--- config.mk ---
export PLATFORM = sky130hd
export DESIGN_NAME = binary_header_stream_parser_flat
export DESIGN_NICKNAME = d
export VERILOG_FILES = /design/src/bhsp_pkg.sv /design/src/bhsp_intf.sv /design/src/bhsp_in_stage.sv /design/src/bhsp_decode.sv /design/src/bhsp_out_stage.sv /design/src/binary_header_stream_parser.sv /design/src/flat_wrapper.sv
export SDC_FILE = /design/constraint.sdc
export NUM_CORES = 1
export LEC_CHECK = 0
export BUFFER_PORTS_ARGS = -buffer_cell sky130_fd_sc_hd__clkbuf_2
export CAP_MARGIN = 15
export CORE_ASPECT_RATIO = 1.4
export CORE_UTILIZATION = 40
export CTS_BUF_LIST = sky130_fd_sc_hd__clkbuf_2
export DETAILED_ROUTE_END_ITERATION = 10
export PLACE_DENSITY_LB_ADDON = 0.2
export SLEW_MARGIN = 10
export SYNTH_ARGS = -nofsm -noshare
export SYNTH_HDL_FRONTEND = slang
export SYNTH_SLANG_ARGS = --single-unit
--- constraint.sdc ---
create_clock -name i_clk -period 3.1 [get_ports i_clk]
set_input_delay 0.465 -clock i_clk [delete_from_list [all_inputs] [get_ports i_clk]]
set_output_delay 0.465 -clock i_clk [all_outputs]
set_load 0.01 [all_outputs]
--- src/bhsp_pkg.sv ---
// ----------------------------------------------------------------------------
// bhsp_pkg
// Types and codes shared by the binary header stream parser modules.
// ----------------------------------------------------------------------------
package bhsp_pkg;

    typedef enum logic [3:0] {
        PH_VERSION    = 4'd0,
        PH_METHOD     = 4'd1,
        PH_STAT_LO    = 4'd2,
        PH_STAT_HI    = 4'd3,
        PH_URI        = 4'd4,
        PH_PFX_FIRST  = 4'd5,
        PH_PFX_SECOND = 4'd6,
        PH_BODY       = 4'd7,
        PH_PAYLOAD    = 4'd8,
        PH_ERROR      = 4'd9
    } t_phase;

    typedef enum logic [3:0] {
        TK_VERSION   = 4'd0,
        TK_METHOD    = 4'd1,
        TK_STAT_LO   = 4'd2,
        TK_STAT_HI   = 4'd3,
        TK_URI       = 4'd4,
        TK_URI_END   = 4'd5,
        TK_NAME_PFX  = 4'd6,
        TK_NAME      = 4'd7,
        TK_VALUE_PFX = 4'd8,
        TK_VALUE     = 4'd9,
        TK_HDR_END   = 4'd10,
        TK_PAYLOAD   = 4'd11,
        TK_ERROR     = 4'd12
    } t_token;

    localparam int unsigned LEN_W = 15;

    typedef struct packed {
        logic [7:0] data_byte;
        logic       start_of_message;
        logic       end_of_buffer;
    } t_in_item;

    typedef struct packed {
        logic [7:0]       byte_out;
        t_token           token_kind;
        logic [LEN_W-1:0] decoded_length;
        logic             length_valid;
        logic [7:0]       field_index;
        logic             header_done;
        logic             error_flag;
    } t_out_item;

    typedef struct packed {
        t_phase           phase;
        logic [LEN_W-1:0] remaining;
        logic [7:0]       prefix_low;
        logic             in_value;
        logic [7:0]       field_cnt;
    } t_parse_state;

endpackage

--- src/bhsp_intf.sv ---
// ----------------------------------------------------------------------------
// bhsp interfaces
// Valid/ready channels for message bytes, tagged results and configuration.
// ----------------------------------------------------------------------------
interface bhsp_in_if;
    logic       valid;
    logic       ready;
    logic [7:0] data_byte;
    logic       start_of_message;
    logic       end_of_buffer;

    modport source (output valid, output data_byte, output start_of_message,
                    output end_of_buffer, input ready);
    modport sink   (input valid, input data_byte, input start_of_message,
                    input end_of_buffer, output ready);
endinterface

interface bhsp_out_if;
    logic                       valid;
    logic                       ready;
    logic [7:0]                 byte_out;
    logic [3:0]                 token_kind;
    logic [bhsp_pkg::LEN_W-1:0] decoded_length;
    logic                       length_valid;
    logic [7:0]                 field_index;
    logic                       header_done;
    logic                       error_flag;

    modport source (output valid, output byte_out, output token_kind,
                    output decoded_length, output length_valid, output field_index,
                    output header_done, output error_flag, input ready);
    modport sink   (input valid, input byte_out, input token_kind,
                    input decoded_length, input length_valid, input field_index,
                    input header_done, input error_flag, output ready);
endinterface

interface bhsp_cfg_if;
    logic valid;
    logic ready;
    logic message_kind;

    modport source (output valid, output message_kind, input ready);
    modport sink   (input valid, input message_kind, output ready);
endinterface

--- src/bhsp_in_stage.sv ---
// ----------------------------------------------------------------------------
// bhsp_in_stage
// Input register: captures one byte transfer and holds it until consumed.
// ----------------------------------------------------------------------------
module bhsp_in_stage (
    input  logic               i_clk,
    input  logic               i_rst_n,
    bhsp_in_if.sink            i_byte,
    input  logic               i_advance,
    output logic               o_valid,
    output bhsp_pkg::t_in_item o_item
);

    logic               r_valid;
    bhsp_pkg::t_in_item r_item;
    logic               w_take;

    assign i_byte.ready = !r_valid || i_advance;
    assign w_take       = i_byte.valid && i_byte.ready;

    always_ff @(posedge i_clk) begin
        if (!i_rst_n) begin
            r_valid <= 1'b0;
        end else if (w_take) begin
            r_valid <= 1'b1;
        end else if (i_advance) begin
            r_valid <= 1'b0;
        end
    end

    always_ff @(posedge i_clk) begin
        if (w_take) begin
            r_item.data_byte        <= i_byte.data_byte;
            r_item.start_of_message <= i_byte.start_of_message;
            r_item.end_of_buffer    <= i_byte.end_of_buffer;
        end
    end

    assign o_valid = r_valid;
    assign o_item  = r_item;

endmodule

--- src/bhsp_decode.sv ---
// ----------------------------------------------------------------------------
// bhsp_decode
// Phase machine: tags one byte per step, decodes part lengths, counts fields.
// ----------------------------------------------------------------------------
module bhsp_decode (
    input  logic                i_clk,
    input  logic                i_rst_n,
    input  logic                i_cfg_we,
    input  logic                i_cfg_kind,
    input  logic                i_step,
    input  bhsp_pkg::t_in_item  i_item,
    output bhsp_pkg::t_out_item o_result
);

    logic                   r_kind;
    bhsp_pkg::t_parse_state r_state;
    bhsp_pkg::t_parse_state n_state;

    always_ff @(posedge i_clk) begin
        if (!i_rst_n) begin
            r_kind <= 1'b0;
        end else if (i_cfg_we) begin
            r_kind <= i_cfg_kind;
        end
    end

    always_comb begin
        bhsp_pkg::t_parse_state w;
        bhsp_pkg::t_out_item    res;
        logic [bhsp_pkg::LEN_W-1:0] len;
        logic [bhsp_pkg::LEN_W-1:0] rem_dec;
        logic                   pfx_done;
        logic                   part_done;

        w         = r_state;
        len       = '0;
        rem_dec   = '0;
        pfx_done  = 1'b0;
        part_done = 1'b0;

        if (i_item.start_of_message) begin
            w.phase      = bhsp_pkg::PH_VERSION;
            w.remaining  = '0;
            w.prefix_low = '0;
            w.in_value   = 1'b0;
            w.field_cnt  = '0;
        end

        res.byte_out       = i_item.data_byte;
        res.token_kind     = bhsp_pkg::TK_ERROR;
        res.decoded_length = '0;
        res.length_valid   = 1'b0;
        res.field_index    = w.field_cnt;
        res.header_done    = 1'b0;
        res.error_flag     = 1'b0;

        unique case (w.phase)
            bhsp_pkg::PH_VERSION: begin
                res.token_kind = bhsp_pkg::TK_VERSION;
                w.phase = r_kind ? bhsp_pkg::PH_STAT_LO : bhsp_pkg::PH_METHOD;
            end
            bhsp_pkg::PH_METHOD: begin
                res.token_kind = bhsp_pkg::TK_METHOD;
                w.phase = bhsp_pkg::PH_URI;
            end
            bhsp_pkg::PH_STAT_LO: begin
                res.token_kind = bhsp_pkg::TK_STAT_LO;
                w.phase = bhsp_pkg::PH_STAT_HI;
            end
            bhsp_pkg::PH_STAT_HI: begin
                res.token_kind = bhsp_pkg::TK_STAT_HI;
                w.phase = bhsp_pkg::PH_PFX_FIRST;
            end
            bhsp_pkg::PH_URI: begin
                if (i_item.data_byte == 8'd0) begin
                    res.token_kind = bhsp_pkg::TK_URI_END;
                    w.phase = bhsp_pkg::PH_PFX_FIRST;
                end else begin
                    res.token_kind = bhsp_pkg::TK_URI;
                end
            end
            bhsp_pkg::PH_PFX_FIRST: begin
                if (!w.in_value && i_item.data_byte == 8'd0) begin
                    res.token_kind  = bhsp_pkg::TK_HDR_END;
                    res.header_done = 1'b1;
                    w.phase = bhsp_pkg::PH_PAYLOAD;
                end else begin
                    res.token_kind = w.in_value ? bhsp_pkg::TK_VALUE_PFX
                                                : bhsp_pkg::TK_NAME_PFX;
                    if (i_item.data_byte[0]) begin
                        w.prefix_low = i_item.data_byte;
                        w.phase = bhsp_pkg::PH_PFX_SECOND;
                    end else begin
                        len = {8'd0, i_item.data_byte[7:1]};
                        pfx_done = 1'b1;
                    end
                end
            end
            bhsp_pkg::PH_PFX_SECOND: begin
                res.token_kind = w.in_value ? bhsp_pkg::TK_VALUE_PFX
                                            : bhsp_pkg::TK_NAME_PFX;
                len = {i_item.data_byte, w.prefix_low[7:1]};
                pfx_done = 1'b1;
            end
            bhsp_pkg::PH_BODY: begin
                res.token_kind = w.in_value ? bhsp_pkg::TK_VALUE : bhsp_pkg::TK_NAME;
                rem_dec = (w.remaining != '0) ? w.remaining - 1'b1 : w.remaining;
                w.remaining = rem_dec;
                part_done = (rem_dec == '0);
            end
            bhsp_pkg::PH_PAYLOAD: begin
                res.token_kind = bhsp_pkg::TK_PAYLOAD;
            end
            default: begin
                res.token_kind = bhsp_pkg::TK_ERROR;
                res.error_flag = 1'b1;
                w.phase = bhsp_pkg::PH_ERROR;
            end
        endcase

        if (pfx_done) begin
            res.decoded_length = len;
            res.length_valid   = 1'b1;
            w.remaining        = len;
            if (len != '0) begin
                w.phase = bhsp_pkg::PH_BODY;
            end else begin
                part_done = 1'b1;
            end
        end

        if (part_done) begin
            if (!w.in_value) begin
                w.in_value = 1'b1;
            end else begin
                w.in_value = 1'b0;
                if (w.field_cnt != 8'hFF) begin
                    w.field_cnt = w.field_cnt + 8'd1;
                end
            end
            w.phase = bhsp_pkg::PH_PFX_FIRST;
        end

        if (i_item.end_of_buffer && w.phase != bhsp_pkg::PH_PAYLOAD) begin
            w.phase = bhsp_pkg::PH_ERROR;
        end
        if (w.phase == bhsp_pkg::PH_ERROR) begin
            res.token_kind     = bhsp_pkg::TK_ERROR;
            res.error_flag     = 1'b1;
            res.decoded_length = '0;
            res.length_valid   = 1'b0;
            res.header_done    = 1'b0;
        end

        n_state  = w;
        o_result = res;
    end

    always_ff @(posedge i_clk) begin
        if (!i_rst_n) begin
            r_state.phase      <= bhsp_pkg::PH_VERSION;
            r_state.remaining  <= '0;
            r_state.prefix_low <= '0;
            r_state.in_value   <= 1'b0;
            r_state.field_cnt  <= '0;
        end else if (i_step) begin
            r_state <= n_state;
        end
    end

`ifndef SYNTH
    a_err_sticks: assert property (@(posedge i_clk) disable iff (!i_rst_n)
        i_step && o_result.error_flag |=> r_state.phase == bhsp_pkg::PH_ERROR)
        else $error("error result without error phase");

    a_hdr_to_payload: assert property (@(posedge i_clk) disable iff (!i_rst_n)
        i_step && o_result.header_done |=> r_state.phase == bhsp_pkg::PH_PAYLOAD)
        else $error("header end without payload phase");

    a_fcnt_mono: assert property (@(posedge i_clk) disable iff (!i_rst_n)
        i_step && !i_item.start_of_message |=> r_state.field_cnt >= $past(r_state.field_cnt))
        else $error("field count decreased within a message");

    a_len_on_pfx: assert property (@(posedge i_clk) disable iff (!i_rst_n)
        i_step && o_result.length_valid |->
            (o_result.token_kind == bhsp_pkg::TK_NAME_PFX ||
             o_result.token_kind == bhsp_pkg::TK_VALUE_PFX))
        else $error("length reported off a prefix byte");
`endif

endmodule

--- src/bhsp_out_stage.sv ---
// ----------------------------------------------------------------------------
// bhsp_out_stage
// Result register: holds one tagged byte until the downstream transfer.
// ----------------------------------------------------------------------------
module bhsp_out_stage (
    input  logic                i_clk,
    input  logic                i_rst_n,
    input  logic                i_load,
    input  bhsp_pkg::t_out_item i_item,
    output logic                o_free,
    bhsp_out_if.source          o_token
);

    logic                r_valid;
    bhsp_pkg::t_out_item r_item;

    assign o_free = !r_valid || o_token.ready;

    always_ff @(posedge i_clk) begin
        if (!i_rst_n) begin
            r_valid <= 1'b0;
        end else if (i_load) begin
            r_valid <= 1'b1;
        end else if (o_token.ready) begin
            r_valid <= 1'b0;
        end
    end

    always_ff @(posedge i_clk) begin
        if (i_load) begin
            r_item <= i_item;
        end
    end

    assign o_token.valid          = r_valid;
    assign o_token.byte_out       = r_item.byte_out;
    assign o_token.token_kind     = r_item.token_kind;
    assign o_token.decoded_length = r_item.decoded_length;
    assign o_token.length_valid   = r_item.length_valid;
    assign o_token.field_index    = r_item.field_index;
    assign o_token.header_done    = r_item.header_done;
    assign o_token.error_flag     = r_item.error_flag;

endmodule

--- src/binary_header_stream_parser.sv ---
// ----------------------------------------------------------------------------
// binary_header_stream_parser
// Tags each message byte with its header part, decoded lengths and field index.
// ----------------------------------------------------------------------------
// Takes one byte per clock while the result side is free and returns one
// tagged result per byte, in order. A byte transfer lands in the input
// register; when the result register is free, the phase machine updates
// its state and writes the tag into the result register, from which the
// result is offered. Both registers advance together while the result side
// drains, and the sustained rate is then one byte per cycle.
// Write message_kind only while no byte is in flight; it is sampled on the
// version byte.
module binary_header_stream_parser (
    input  logic        i_clk,
    input  logic        i_rst_n,
    bhsp_in_if.sink     i_byte,
    bhsp_cfg_if.sink    i_cfg,
    bhsp_out_if.source  o_token
);

    logic                w_in_valid;
    bhsp_pkg::t_in_item  w_in_item;
    logic                w_out_free;
    logic                w_step;
    bhsp_pkg::t_out_item w_result;

    assign i_cfg.ready = 1'b1;
    assign w_step      = w_in_valid && w_out_free;

    bhsp_in_stage u_in_stage (
        .i_clk     (i_clk),
        .i_rst_n   (i_rst_n),
        .i_byte    (i_byte),
        .i_advance (w_out_free),
        .o_valid   (w_in_valid),
        .o_item    (w_in_item)
    );

    bhsp_decode u_decode (
        .i_clk      (i_clk),
        .i_rst_n    (i_rst_n),
        .i_cfg_we   (i_cfg.valid),
        .i_cfg_kind (i_cfg.message_kind),
        .i_step     (w_step),
        .i_item     (w_in_item),
        .o_result   (w_result)
    );

    bhsp_out_stage u_out_stage (
        .i_clk   (i_clk),
        .i_rst_n (i_rst_n),
        .i_load  (w_step),
        .i_item  (w_result),
        .o_free  (w_out_free),
        .o_token (o_token)
    );

endmodule
--- src/flat_wrapper.sv ---
// flat-port wrapper written by rule: the top's interface ports become plain ports
module binary_header_stream_parser_flat 
  (i_clk, i_rst_n, i_byte_valid, i_byte_data_byte, i_byte_start_of_message, i_byte_end_of_buffer, i_byte_ready, i_cfg_valid, i_cfg_message_kind, i_cfg_ready, o_token_valid, o_token_byte_out, o_token_token_kind, o_token_decoded_length, o_token_length_valid, o_token_field_index, o_token_header_done, o_token_error_flag, o_token_ready);
  bhsp_in_if i_byte_i ();
  bhsp_cfg_if i_cfg_i ();
  bhsp_out_if o_token_i ();
  input  logic i_clk;
  input  logic i_rst_n;
  input wire logic [$bits(i_byte_i.valid)-1:0] i_byte_valid;
  input wire logic [$bits(i_byte_i.data_byte)-1:0] i_byte_data_byte;
  input wire logic [$bits(i_byte_i.start_of_message)-1:0] i_byte_start_of_message;
  input wire logic [$bits(i_byte_i.end_of_buffer)-1:0] i_byte_end_of_buffer;
  output wire logic [$bits(i_byte_i.ready)-1:0] i_byte_ready;
  input wire logic [$bits(i_cfg_i.valid)-1:0] i_cfg_valid;
  input wire logic [$bits(i_cfg_i.message_kind)-1:0] i_cfg_message_kind;
  output wire logic [$bits(i_cfg_i.ready)-1:0] i_cfg_ready;
  output wire logic [$bits(o_token_i.valid)-1:0] o_token_valid;
  output wire logic [$bits(o_token_i.byte_out)-1:0] o_token_byte_out;
  output wire logic [$bits(o_token_i.token_kind)-1:0] o_token_token_kind;
  output wire logic [$bits(o_token_i.decoded_length)-1:0] o_token_decoded_length;
  output wire logic [$bits(o_token_i.length_valid)-1:0] o_token_length_valid;
  output wire logic [$bits(o_token_i.field_index)-1:0] o_token_field_index;
  output wire logic [$bits(o_token_i.header_done)-1:0] o_token_header_done;
  output wire logic [$bits(o_token_i.error_flag)-1:0] o_token_error_flag;
  input wire logic [$bits(o_token_i.ready)-1:0] o_token_ready;
  assign i_byte_i.valid = i_byte_valid;
  assign i_byte_i.data_byte = i_byte_data_byte;
  assign i_byte_i.start_of_message = i_byte_start_of_message;
  assign i_byte_i.end_of_buffer = i_byte_end_of_buffer;
  assign i_byte_ready = i_byte_i.ready;
  assign i_cfg_i.valid = i_cfg_valid;
  assign i_cfg_i.message_kind = i_cfg_message_kind;
  assign i_cfg_ready = i_cfg_i.ready;
  assign o_token_valid = o_token_i.valid;
  assign o_token_byte_out = o_token_i.byte_out;
  assign o_token_token_kind = o_token_i.token_kind;
  assign o_token_decoded_length = o_token_i.decoded_length;
  assign o_token_length_valid = o_token_i.length_valid;
  assign o_token_field_index = o_token_i.field_index;
  assign o_token_header_done = o_token_i.header_done;
  assign o_token_error_flag = o_token_i.error_flag;
  assign o_token_i.ready = o_token_ready;
  binary_header_stream_parser u_core (.i_clk(i_clk), .i_rst_n(i_rst_n), .i_byte(i_byte_i), .i_cfg(i_cfg_i), .o_token(o_token_i));
endmodule
* Yosys cells after proc, flatten, opt, wreduce, memory -nomap -nowiden
Index checks and enable logic that the tools add are counted.
** Cells by class
- Add/sub/neg operators :: 2
- Reductions and logical operators :: 20
- Bitwise logic cells :: 2
- Muxes and demuxes :: 40
- Eq/ne operators :: 11
** Operator list (count)
- $mux W8 :: 5
- $mux W36 :: 1
- $mux W4 :: 9
- $pmux W4 S9 :: 1
- $mux W15 :: 2
- $pmux W15 S2 :: 1
- $reduce_bool A15 Y1 :: 2
- $pmux W4 S7 :: 1
- $mux W19 :: 1
- $eq A4 B3 Y1 const B :: 4
- $logic_not A15 Y1 :: 1
- $sub A15 B1 Y15 const B :: 1
- $mux W1 :: 14
- $mux W7 :: 2
- $mux W9 :: 1
- $reduce_or A9 Y1 :: 1
- $add A8 B1 Y8 const B :: 1
- $eq A4 B2 Y1 const B :: 2
- $eq A4 B4 Y1 const B :: 2
- $logic_not A8 Y1 :: 1
- $ne A8 B8 Y1 const B :: 1
- $eq A4 B1 Y1 const B :: 1
- $logic_and A1 B1 Y1 :: 4
- $logic_not A4 Y1 :: 1
- other kinds (9) :: 15
** Word-level totals
- Word-level logic and storage cells :: 93
- Register bits :: 87
- Input port bits :: 16
- Output and inout bits :: 41

* Logic depth before layout (Yosys ltp)
- Depth after elaboration :: 14
- Mapped depth :: 14
- Mapped depth without buffers :: 10

* Cells and area by module
From an unflattened synthesis, not the netlist that was laid out.
** Unflattened totals
- Cells, all modules :: 484
- Area total of the unflattened synthesis :: 4560.6 µm²
** Modules (own cells, without submodules)
- bhsp_decode :: area an instance 2995.4 µm², cells each 424, times used 1, seq. area each 720.7 µm²
- bhsp_out_stage :: area an instance 1189.9 µm², cells each 42, times used 1, seq. area each 1161.1 µm²
- bhsp_in_stage :: area an instance 357.8 µm², cells each 15, times used 1, seq. area each 320.3 µm²
- binary_header_stream_parser :: area an instance 17.5 µm², cells each 3, times used 1, seq. area each 0.0 µm²

* Worst setup path before layout
Ideal clock, no wire load.
- Path kind :: reg-to-reg
- From :: register u_core.u_in_stage.r_item (netlist bit u_core.u_in_stage.o_item[1])
- To :: register u_core.u_decode.r_state[5] in the netlist's numbering
- Setup time :: 0.116 ns
- Cell stages (with the launch flop) :: 13
- Slack :: 0.032 ns
- Arrival time :: 2.952 ns
- Buffers on the path :: 3
- Required time :: 2.984 ns
- Clock period less this slack :: 3.068 ns
- Cell sequence :: edfxtp_1 > clkbuf_1 > inv_1 > clkbuf_1 > nand2_1 > ha_1 > clkbuf_1 > and4_1 > a31o_2 > or4_4 > o41ai_2 > a21oi_1 > a41o_1
** Between the ends
- Cells in the longest elaborated chain, start to end :: 9
- Elaborated cells between the ends (all ways) :: 23
- Those cells by class :: 2 x add/sub; 4 x eq/ne; 12 x mux; 5 x reduce/logical
** Ends and longest elaborated chain
- from (decl) :: line bhsp_in_stage.sv:15 : bhsp_pkg::t_in_item r_item;
- $mux W36 * :: line bhsp_decode.sv:41 : if (i_item.start_of_message) begin
- branches (longest 7 deep; another with $sub A15 B1 Y15)
- $mux W9 * :: line bhsp_decode.sv:132 : if (part_done) begin
- to (signal assigned) :: line bhsp_decode.sv:167 : r_state <= n_state;
- to (decl) :: line bhsp_decode.sv:16 : bhsp_pkg::t_parse_state r_state;
Mark *: on every way between the ends.
A chain may end at the register's enable or synchronous reset.

* Worst setup path after layout
- From :: register u_core.u_decode.r_state[17] in the netlist's numbering
- To :: register u_core.u_decode.r_state[6] in the netlist's numbering
** Between the ends
- Cells in the longest elaborated chain, start to end :: 8
- Elaborated cells between the ends (all ways) :: 9
- Those cells by class :: 1 x add/sub; 6 x mux; 2 x reduce/logical
** Ends and longest elaborated chain
- $mux W36 * :: line bhsp_decode.sv:41
- $sub A15 B1 Y15 or $reduce_bool A15 Y1 (tied branches) :: line bhsp_decode.sv:107 : rem_dec = (w.remaining != '0) ? w.remaining - 1'b1 : w.remaining;
- $mux W15 * :: line bhsp_decode.sv:107
- $logic_not A15 Y1 * :: line bhsp_decode.sv:109 : part_done = (rem_dec == '0);
- $mux W1 * :: line bhsp_decode.sv:57 : unique case (w.phase)
- $mux W1 :: line bhsp_decode.sv:125 : if (len != '0) begin
- $mux W1 * :: line bhsp_decode.sv:121 : if (pfx_done) begin
- $mux W9 * :: line bhsp_decode.sv:132
Mark *: on every way between the ends. The rest lies on a longest branch, timed or not.

==> flow_summary.ini <==
[die]
fp.coreArea_mm2 = 0.0109
row_count = 45
io_pins = 57
die_w_um = 91.8
dieArea_mm2 = 0.0117
start_util = 0.414
die_y_um = 128

[timing]
setup_ws_ps = 119
finalCritPeriodShare = 0.962
hold_viol_final = 0
tns_ps = 0
slew_viol_final = 0
finalSetupViolCount = 0
timing.fmax_mhz = 335
slew_headroom = 0.357
period_minus_slack_ps = 2980
skew_ps = 23.6
tightest_slew_ps = 963
rsz0062_at_grt = no

[job]
max_cap_violations = 0

[setup_path]
cpPeakStageDelay_ps = 710
cpMaxStageDelayCell = or4_1
cp_cell_sequence = or4_1 -> nor4_4 -> nor3_1 -> or4_4 -> o41ai_4 -> buf_4 -> nand4_1 -> a211oi_2
required_ps = 3610
worst-endpoint-arrival_ps = 3490
endpoint_kind = register
worstPathMaxFanout = 12
critical_path_class = register to register
regToRegSetupSlack_ps = 120
start_kind = register

[clock_network]
clkTransAtPathRegs_ps = 290
clkLatencyLatePin_ps = 580
cts_tree = built
cts_root_buffer = clkbuf_2
cts.sinks = 86
numCtsBuffers = 9
htree_levels = 3
postCtsSetupBuffers = 0
cts_buffer_depth = 2

[global_routing]
grt_max_degree = 72
first_global_vias = 3839
grt_use_total = 0.223
grt_pass1_wl_mm = 20.2
grt-ovfl-total = 0
antenna_found_initial = 1

[outcome]
status = finished clean

[placement]
portBuffers = 55
place_congestion = 0.933
hpwl_mm = 9.25
pre_cts_slack_ps = 114

[synth]
synthArstFlopShare = 0
synth_cell_type_count = 70
ys_ff_latch = 86
avgSynthCellArea_um2 = 9.32
ys_seq_area_frac = 0.487
ys_warn_count = 0
synthCells = 485
synth_ff_type = edfxtp_1
synth_area_mm2 = 0.00452
synth_fp_nets = 503
synth_edf_count = 48

[detailed_routing]
first_pass_iters = 7
drc_errors = 0
ant_nets = 0
via_per_inst = 5.82
drt_iter0_markers = 342
finalWirelength_mm = 13.0
wl_per_cell_um = 18.5
dr_total_vias = 4099

[layout]
nets = 575
areaGrowthSynthToFinish_pct = 17.7
final_cell_mix = clkbuf_2 (64), nor2_1 (60), edfxtp_1 (48)
mostFrequentLayoutCell = clkbuf_2
drive_gt1_frac = 0.228

[min_path]
min_path_type = primary input to register

[pwr]
p_per_area_mw_per_mm2 = 431
power_leakage_nw = 1.99
ir_worst_vdd_v = 0.000311
p_total_w = 0.00229
[metal layers]
metal	routed length [um]	global-route usage	part of all wire	vias to the layer above
met5	0	0	0	-
met4	531	0.123	0.041	0
met3	661	0.0368	0.051	25
met2	6600	0.378	0.51	155
met1	5210	0.268	0.40	1962
li1	-	-	-	1957
[final cells by class]
type                       count  area, um2
fill                        1055       5600
sequential                    86       2200
multi-input combinational    355       2150
timing repair buffer          96        631
tap                          141        176
clock inverter                 7       81.3
clock buffer                   9       45.0
inverter                       9       33.8
antenna                        1       2.50
[flip-flops by register name, indices dropped and copies added, names as in the netlist]
signal                                     count
u_core.u_decode.r_state                       35
u_core.u_out_stage.o_token.decoded_length     15
u_core.u_in_stage.o_item                      10
u_core.u_out_stage.o_token.byte_out            8
u_core.u_out_stage.o_token.field_index         8
u_core.u_out_stage.o_token.token_kind          4
u_core.u_decode.r_kind                         1
u_core.u_in_stage.o_valid                      1
u_core.u_out_stage.o_token.error_flag          1
u_core.u_out_stage.o_token.header_done         1
u_core.u_out_stage.o_token.length_valid        1
u_core.u_out_stage.o_token.valid               1
[where the power goes]
group	internal, W	switching, W
clock network	0.000143	0.000483
registers	0.00125	0.0000462
logic	0.000147	0.000221
[synth_stat cells, drive strengths merged (3+ instances only)]
| master | n | area (um2) |
|---|---|---|
| or3 | 5 | 32.5 |
| edfxtp | 48 | 1440 |
| o211ai | 7 | 52.6 |
| a21o | 7 | 55.1 |
| o22ai | 4 | 25.0 |
| nor3 | 17 | 85.1 |
| a22oi | 14 | 105 |
| and3 | 5 | 31.3 |
| nand2 | 43 | 161 |
| clkbuf | 25 | 93.8 |
| a31oi | 10 | 62.6 |
| or4 | 6 | 56.3 |
| nand4 | 5 | 31.3 |
| inv | 8 | 30.0 |
| a31o | 3 | 26.3 |
| and4 | 3 | 26.3 |
| o21ai | 32 | 160 |
| mux2i | 3 | 30.0 |
| a21oi | 27 | 135 |
| and2 | 15 | 95.1 |
| nor2b | 11 | 68.8 |
| dfxtp | 38 | 761 |
| buf | 10 | 72.6 |
| nor2 | 60 | 225 |
| nor4 | 12 | 111 |
| nand2b | 5 | 31.3 |
| nand3 | 17 | 85.1 |
| a221oi | 4 | 35.0 |
| a32oi | 3 | 33.8 |
| o41ai | 4 | 61.3 |
[through the flow]
step / utilization / hold slack, ps / instances / area [um2]
after floorplan: - / 461 / 485 / 4520
after global placement: 0.464 / 482 / 678 / 5070
after detailed placement: 0.464 / 498 / 678 / 5070
after CTS: 0.484 / 18.0 / 703 / 5290
after global routing: 0.487 / 25.9 / 704 / 5320
final: 0.487 / 48.4 / 704 / 5320
[kinds of logic (layout without fill, tap and decap cells)]
family | after synthesis | in the layout | share of synthesized area
fa+ha+maj | 2 | 2 | 0.00553
simple gates | 213 | 213 | 0.247
other cells | 1 | 2 | 0.000830
buf+inv | 44 | 121 | 0.0443
compound gates | 133 | 133 | 0.202
mux | 4 | 4 | 0.00913
xor+xnor | 2 | 2 | 0.00388
flops | 86 | 86 | 0.487
[final timing paths]
| path | start | endpoint | cells after the start |
|---|---|---|---|
| min | i_byte_start_of_message | u_core.u_in_stage.o_item[1] | 1 |
| min reg2reg | u_core.u_decode.r_state[6] | u_core.u_decode.r_state[6] | 2 |
| max reg2reg | u_core.u_decode.r_state[17] | u_core.u_decode.r_state[6] | 8 |
| max | u_core.u_decode.r_state[17] | u_core.u_decode.r_state[6] | 8 |
[worst max-delay path: cells and delay by family (launching register included)]
| kind | cells | cell delay (ps) |
|---|---|---|
| AND/OR/NAND/NOR | 5 | 1790 |
| buffers and inverters | 1 | 230 |
| flip-flops | 1 | 430 |
| AO/OA/AOI/OAI | 2 | 460 |
[timing repair]
action,4_1_cts,5_1_grt
setup endpoints to repair,0,9
hold buffers,9,0
gates resized for setup,0,6
endpoints found under the hold margin,9,0
Power figures use the tool's default switching activity.
